==> src/arot_pkg.sv <==
// ----------------------------------------------------------------------------
// arot_pkg
// Shared types, widths and constants of the principal-axis rotation pipeline.
// ----------------------------------------------------------------------------
package arot_pkg;

  // coordinates are Q16.16; the rotation itself ignores the binary point
  localparam int COORD_W = 32;
  localparam int ANGLE_W = 20;
  localparam int AXIS_W  = 2;
  localparam int TRIG_W  = 32;   // Q2.30 cosine / sine
  localparam int ZW      = 29;   // CORDIC angle, degrees * 2^20
  localparam int PROD_W  = 64;

  localparam int TRIG_STAGES   = 16;
  localparam int ATAN_LEN      = 24;
  localparam int CORDIC_STAGES = (TRIG_STAGES < ATAN_LEN) ? TRIG_STAGES : ATAN_LEN;

  // reduce -> cordic -> select -> multiply -> round/saturate
  localparam int LATENCY = CORDIC_STAGES + 5;

  // angle reduction: 1/256 degree units, quarter turn = 90 degrees
  localparam int QUARTER_TURN = 23040;
  localparam int TURN_OFFSET  = 24 * QUARTER_TURN;  // whole turns, makes any input positive
  localparam int UW           = 21;
  localparam int QW           = 6;
  localparam int RECIP_W      = 17;
  localparam int RECIP_SHIFT  = 31;
  localparam int RECIP        = 93206;              // floor(2^31 / 23040)
  localparam int Z_SHIFT      = 12;

  typedef logic signed [COORD_W-1:0] coord_t;
  typedef logic signed [TRIG_W-1:0]  trig_t;
  typedef logic signed [ZW-1:0]      zang_t;
  typedef logic signed [PROD_W-1:0]  prod_t;

  localparam trig_t GAIN_Q30 = trig_t'(652032874);
  localparam trig_t ONE_Q30  = trig_t'(1073741824);

  typedef enum logic [AXIS_W-1:0] {
    AXIS_X    = 2'd0,
    AXIS_Y    = 2'd1,
    AXIS_Z    = 2'd2,
    AXIS_NONE = 2'd3
  } axis_t;

  typedef struct packed {
    coord_t x;
    coord_t y;
    coord_t z;
    axis_t  axis;
  } point_t;

  typedef struct packed {
    trig_t x;
    trig_t y;
    zang_t z;
  } cordic_vec_t;

  // round(atan(2^-i) in degrees * 2^20)
  localparam zang_t ATAN_TAB [ATAN_LEN] = '{
    29'sd47185920, 29'sd27855475, 29'sd14718068, 29'sd7471121,
    29'sd3750058,  29'sd1876857,  29'sd938658,   29'sd469357,
    29'sd234682,   29'sd117342,   29'sd58671,    29'sd29335,
    29'sd14668,    29'sd7334,     29'sd3667,     29'sd1833,
    29'sd917,      29'sd458,      29'sd229,      29'sd115,
    29'sd57,       29'sd29,       29'sd14,       29'sd7
  };

endpackage

==> src/arot_reduce.sv <==
// ----------------------------------------------------------------------------
// arot_reduce
// Two-stage angle reduction: modulo 360 degrees, quadrant and remainder.
// ----------------------------------------------------------------------------
module arot_reduce (
  input  logic                                clk,
  input  logic                                rst,
  input  logic                                in_valid,
  input  arot_pkg::point_t                    in_pt,
  input  logic signed [arot_pkg::ANGLE_W-1:0] angle,
  output logic                                out_valid,
  output arot_pkg::point_t                    out_pt,
  output logic [1:0]                          out_quad,
  output arot_pkg::zang_t                     out_z
);
  import arot_pkg::*;

  logic [UW-1:0]           u_in;
  logic [UW+RECIP_W-1:0]   prod;
  logic                    a_valid;
  point_t                  a_pt;
  logic [UW-1:0]           a_u;
  logic [QW-1:0]           a_q;
  logic [UW-1:0]           rem_raw;
  logic [UW-1:0]           rem;
  logic                    fix;
  logic [QW-1:0]           q_fix;

  // quotient by quarter turns via reciprocal; estimate is low by at most one
  assign u_in = UW'(int'(angle) + TURN_OFFSET);
  assign prod = (UW+RECIP_W)'(u_in) * (UW+RECIP_W)'(RECIP);

  always_ff @(posedge clk) begin
    if (rst) begin
      a_valid <= 1'b0;
    end else begin
      a_valid <= in_valid;
    end
  end

  always_ff @(posedge clk) begin
    a_pt <= in_pt;
    a_u  <= u_in;
    a_q  <= prod[RECIP_SHIFT +: QW];
  end

  assign rem_raw = a_u - UW'(a_q) * UW'(QUARTER_TURN);
  assign fix     = (rem_raw >= UW'(QUARTER_TURN));
  assign rem     = fix ? (rem_raw - UW'(QUARTER_TURN)) : rem_raw;
  assign q_fix   = a_q + QW'(fix);

  always_ff @(posedge clk) begin
    if (rst) begin
      out_valid <= 1'b0;
    end else begin
      out_valid <= a_valid;
    end
  end

  always_ff @(posedge clk) begin
    out_pt   <= a_pt;
    out_quad <= q_fix[1:0];
    out_z    <= zang_t'({rem, Z_SHIFT'(0)});
  end

endmodule

==> config.mk <==
export PLATFORM = sky130hd
export DESIGN_NAME = arot_reduce
export DESIGN_NICKNAME = d
export VERILOG_FILES = /design/src/arot_pkg.sv /design/src/arot_reduce.sv
export SDC_FILE = /design/constraint.sdc
export NUM_CORES = 1
export LEC_CHECK = 0
export BUFFER_PORTS_ARGS = -buffer_cell sky130_fd_sc_hd__buf_2
export CORE_ASPECT_RATIO = 2
export CORE_MARGIN = 2
export CORE_UTILIZATION = 40
export CTS_CLUSTER_DIAMETER = 120
export DETAILED_ROUTE_END_ITERATION = 10
export PLACE_DENSITY = 0.6
export SLEW_MARGIN = 20
export SYNTH_ARGS = -nofsm -noshare
export SYNTH_HDL_FRONTEND = slang
export SYNTH_SLANG_ARGS = --single-unit
==> constraint.sdc <==
create_clock -name clk -period 9.6 [get_ports clk]
set_input_delay 2.88 -clock clk [delete_from_list [all_inputs] [get_ports clk]]
set_output_delay 2.88 -clock clk [all_outputs]
set_load 0.02 [all_outputs]
=== Yosys cells after proc, flatten, opt, wreduce, memory -nomap -nowiden ===
Index checks and enable logic that the tools add are counted.

* Bits in registers: 244
* Input bits: 121
* Word-level logic and storage cells: 22

* Add/subtract/negate cells: 4
* Multiply operators: 2
* Order comparisons: 1
* Muxes and demuxes: 1

{| class="wikitable"
|+ Operators by type and width
! kind !! number
|-
| multiplier 21 x 16 -> 36 bit (second input constant) || 1
|-
| adder 20 x 21 -> 21 bit (second input constant) || 1
|-
| greater-or-equal comparator 21 x 15 -> 1 bit (second input constant) || 1
|-
| subtractor 21 bit || 1
|-
| two-way mux 17 bit || 1
|-
| subtractor 17 x 15 -> 17 bit (second input constant) || 1
|-
| multiplier 6 x 6 -> 12 bit (second input constant) || 1
|-
| adder 2 x 1 -> 2 bit || 1
|}

=== Logic depth before layout (Yosys ltp) ===
* Depth in word-level cells: 4
* Gate-level depth with buffers: 24

=== Least setup slack after synthesis ===
OpenSTA, ideal clock, no wires.

* Path kind: input -> register
* Start point: input port angle[12] (netlist name)
* End point: register a_q[5]
* Setup time: 121 ps
* Arrival: 8040 ps
* Required time: 9479 ps
* Slack: 1439 ps
* Stages on the path: 23
* Buffers on the path: 0
* Cell sequence: inv_1 -> ha_1 -> nand2b_1 -> nand2_1 -> xnor2_1 -> ha_1 -> inv_1 -> fa_1 -> fa_1 -> fa_1 -> inv_1 -> ha_1 -> ha_1 -> ha_1 -> and4_1 -> nand2_1 -> nor3_1 -> and2_1 -> a21boi_0 -> a21bo_2 -> a21oi_1 -> a21oi_1 -> xnor2_1

* Longest elaborated chain between the ends: 2

{| class="wikitable"
|+ RTL lines
! what !! line !! source
|-
| start, declared || arot_reduce.sv:10 || <nowiki>input logic signed [arot_pkg::ANGLE_W-1:0] angle,</nowiki>
|-
| adder 20 x 21 -> 21 bit || arot_reduce.sv:30 || <nowiki>assign u_in = UW'(int'(angle) + TURN_OFFSET);</nowiki>
|-
| via u_in[16] || arot_reduce.sv:18 || <nowiki>logic [UW-1:0] u_in;</nowiki>
|-
| multiplier 21 x 16 -> 36 bit || arot_reduce.sv:31 || <nowiki>assign prod = (UW+RECIP_W)'(u_in) * (UW+RECIP_W)'(RECIP);</nowiki>
|-
| via prod[36] || arot_reduce.sv:19 || <nowiki>logic [UW+RECIP_W-1:0] prod;</nowiki>
|-
| end signal, assigned || arot_reduce.sv:44 || <nowiki>a_q <= prod[RECIP_SHIFT +: QW];</nowiki>
|-
| end, declared || arot_reduce.sv:23 || <nowiki>logic [QW-1:0] a_q;</nowiki>
|}

The timed path passes the listed nets, and every way through them passes these cells.
A chain may end at the register's enable or synchronous reset.

=== Final worst setup path ===
Ends and elaborated chain as after synthesis.

==> results.sh <==
export IMPL_outcome="completed"
export IMPL_synthArstFlopShare_pct=0
export IMPL_netlist_area_sq_mm=0.01137
export IMPL_yosys_most_used_dff="dfxtp_1"
export IMPL_wl_per_cell_um=16.79
export IMPL_critical_path_class="input port to register"
export IMPL_cp_common_cell="ha_1"
export IMPL_path_clk_slew_ns=0.07
export IMPL_endpoint_kind="register"
export IMPL_regArea_sq_mm=0.004885
export IMPL_hold_viol=0
export IMPL_syn_area_per_cell_sq_um=12.02
export IMPL_ios=251
export IMPL_ctsResizeCount=0
export IMPL_grt_max_degree=19
export IMPL_cts_root_buf="clkbuf_16"
export IMPL_synth_xor_area_share_pct=2.927
export IMPL_drc=0
export IMPL_track_usage_pct=17.81
export IMPL_drt_iter0_markers=141
export IMPL_synth_cells=946
export IMPL_ctsHoldBuffers=0
export IMPL_fmax_mhz=120.7
export IMPL_first_pass_iters=5
export IMPL_dieArea_sq_mm=0.02987
export IMPL_fill_cells=2554
export IMPL_fp_dieH_um=242.4
export IMPL_tightest_slew_ns=0.9805
export IMPL_clock_tree_buffer_depth=3
export IMPL_diodes=0
export IMPL_grt_pass1_vias=7766
export IMPL_met3_length_um=1746
export IMPL_gp_congestion=0.8717
export IMPL_clk_latency_ns=0.50
export IMPL_ys_ff_latch=244
export IMPL_area_growth_pct=20.38
export IMPL_dp_slack_ns=0.8179
export IMPL_port_buffers=238
export IMPL_rows=87
export IMPL_timing_setup_tns_ns=0
export IMPL_rsz0062_at_grt="no"
export IMPL_cts_setup_buffers=0
export IMPL_finalNetCount=1595
export IMPL_die_w_um=123.2
export IMPL_hpwl_um=23010
export IMPL_fin_crit_ns=8.285
export IMPL_critical_path_top_delay_family="adder cells"
export IMPL_setup_ws_ns=1.315
export IMPL_synth_edf_count=0
export IMPL_cp_data_arrival_time_ns=8.66
export IMPL_synth_top_family_by_area="adder cells"
export IMPL_yosys_area_share_simple_pct=4.225
export IMPL_report_final_slew_viol_count=0
export IMPL_coreArea_sq_mm=0.02808
export IMPL_ys_warnings_count=0
export IMPL_clock_sinks=244
export IMPL_antenna_found_initial=0
export IMPL_met2_length_um=14770
export IMPL_start_util_pct=40.49
export IMPL_drt_antenna_violating_nets=0
export IMPL_netlist_cell_type_count=53
export IMPL_cts_tree="built"
export IMPL_whs_ns=0.3241
export IMPL_crit_required_ns=9.97
export IMPL_gr_total_overflow=0
export IMPL_via_count=7213
export IMPL_critical_path_cell_chain="buf_2 -> inv_1 -> ha_1 -> nand2b_1 -> nand2_1 -> xnor2_1 -> ha_1 -> inv_1 -> fa_1 -> fa_1 -> fa_1 -> inv_1 -> ha_1 -> ha_1 -> ha_1 -> and4_1 -> nand2_1 -> nor3_1 -> and2_1 -> a21boi_0 -> a21bo_2 -> a21oi_1 -> a21oi_1 -> xnor2_1"
export IMPL_layout_drive_gt1_share_pct=23.15
export IMPL_setup_viol=0
export IMPL_grt_first_pass_wirelength_um=39790
export IMPL_max_stage_delay_ns=0.71
export IMPL_yosysSeqAreaShare_pct=42.96
export IMPL_dr_max_layer_used="met4"
export IMPL_multi_input_area_sq_mm=0.005599
export IMPL_period_share_pct=86.30
export IMPL_slew_headroom_pct=32.94
export IMPL_synth_compound_area_share_pct=4.721
export IMPL_cts_buffers=20
export IMPL_h_tree_depth=1
export IMPL_synthMuxAreaShare_pct=0
export IMPL_cpMaxStageDelayCell="xnor2_1"
export IMPL_critPathMaxFanout=7
export IMPL_fin_skew_ns=0.01832
export IMPL_fin_util_pct=48.74
export IMPL_path_buf_inv=4
export IMPL_hold_path_class="register to register"
export IMPL_met1Wirelength_um=7763
export IMPL_synth_adder_area_share_pct=36.97
export IMPL_routed_wl_um=26420
export IMPL_start_kind="input port"
export IMPL_vias_per_cell=4.583
export IMPL_drv_cap=0
==> layer usage <==
metal,GRT usage [%],vias to the layer above
li1,-,3447
met1,14.58,3423
met2,35.21,267
met3,2.966,76
met4,13.47,0
met5,0,-
==> stage by stage <==
step	std cells	area [sq um]
global placement	1538	12960
floorplan	957	11410
CTS	1574	13690
detailed placement	1538	12960
global route	1574	13690
finish	1574	13690
==> cells by family after synthesis <==
kind of cell	Yosys count
AOI/OAI and AO/OA	78
and+or+nand+nor	82
xor gates and xnor gates	38
DFF	244
other	1
buffers and inverters	233
adders and majority gates	270
==> cell type report <==
cell class / count / area share, %
Clock inverter: 11 / 1.399
Clock buffer: 25 / 3.940
Timing Repair Buffer: 241 / 8.867
Tap cell: 356 / 3.254
Sequential cell: 244 / 35.69
Multi-Input combinational cell: 480 / 40.91
Inverter: 217 / 5.951
==> synth_stat cells (2+ instances only) <==
cell | instances | area [sq um]
a2111oi_0 | 2 | 17.52
a211oi_1 | 3 | 22.52
a21boi_0 | 4 | 30.03
a21o_1 | 7 | 52.55
a21oi_1 | 24 | 120.1
a22o_1 | 2 | 17.52
a31oi_1 | 2 | 12.51
and2_1 | 5 | 31.28
and3_1 | 2 | 12.51
and4_1 | 2 | 17.52
buf_4 | 12 | 90.09
clkbuf_1 | 2 | 7.510
dfxtp_1 | 244 | 4885
fa_1 | 110 | 2202
ha_1 | 160 | 2002
inv_1 | 217 | 814.5
nand2_1 | 13 | 48.80
nand2b_1 | 2 | 12.51
nand3b_1 | 2 | 15.01
nand4_1 | 4 | 25.02
nor2_1 | 15 | 56.30
nor2b_1 | 10 | 62.56
nor3_1 | 12 | 60.06
nor3b_1 | 2 | 15.01
nor4_1 | 3 | 18.77
nor4_4 | 2 | 42.54
o211ai_1 | 4 | 30.03
o21a_1 | 6 | 45.04
o21ai_0 | 11 | 55.05
or2_2 | 2 | 12.51
or3_1 | 2 | 12.51
xnor2_1 | 25 | 219.0
xor2_1 | 13 | 113.9
==> final timing paths <==
path,to,depth (start not counted),startpoint,slack (ns)
worst max-delay path,a_q[5],24,angle[12],1.31
worst min-delay path,out_pt[51],0,a_pt[51],0.32
worst max register to register,out_quad[1],14,a_q[0],4.14
worst min register to register,out_pt[51],0,a_pt[51],0.32
==> cell usage in the layout, fill, tap and decap left out, drive strengths merged, types with 2 or more instances in the layout <==
cell type and n:
o21a 6, a21boi 4, a2111oi 2, nor3b 2, nor2 15, nand2b 2
a211oi 3, clkbuf 25, xor2 13, a21o 7, nor3 12, o21ai 11
and2 5, clkinv 3, xnor2 25, dfxtp 244, or3 2, nand3 2
bufinv 4, and3 2, and4 2, nand4 4, buf 241, o211ai 4
ha 160, a21oi 24, conb 12, nor4 5, inv 218, clkinvlp 3
nor2b 10, nand3b 2, a22o 2, fa 110, or2 2, nand2 14
a31oi 2
==> state kept, by name, indices dropped and copies added (netlist names) <==
register	flops
a_u	21
out_z	17
out_valid	1
a_pt	98
a_valid	1
a_q	6
out_pt	98
out_quad	2
Power is not shown: default switching activity piles up to over one toggle a cycle in this logic, so the estimate is an artifact.
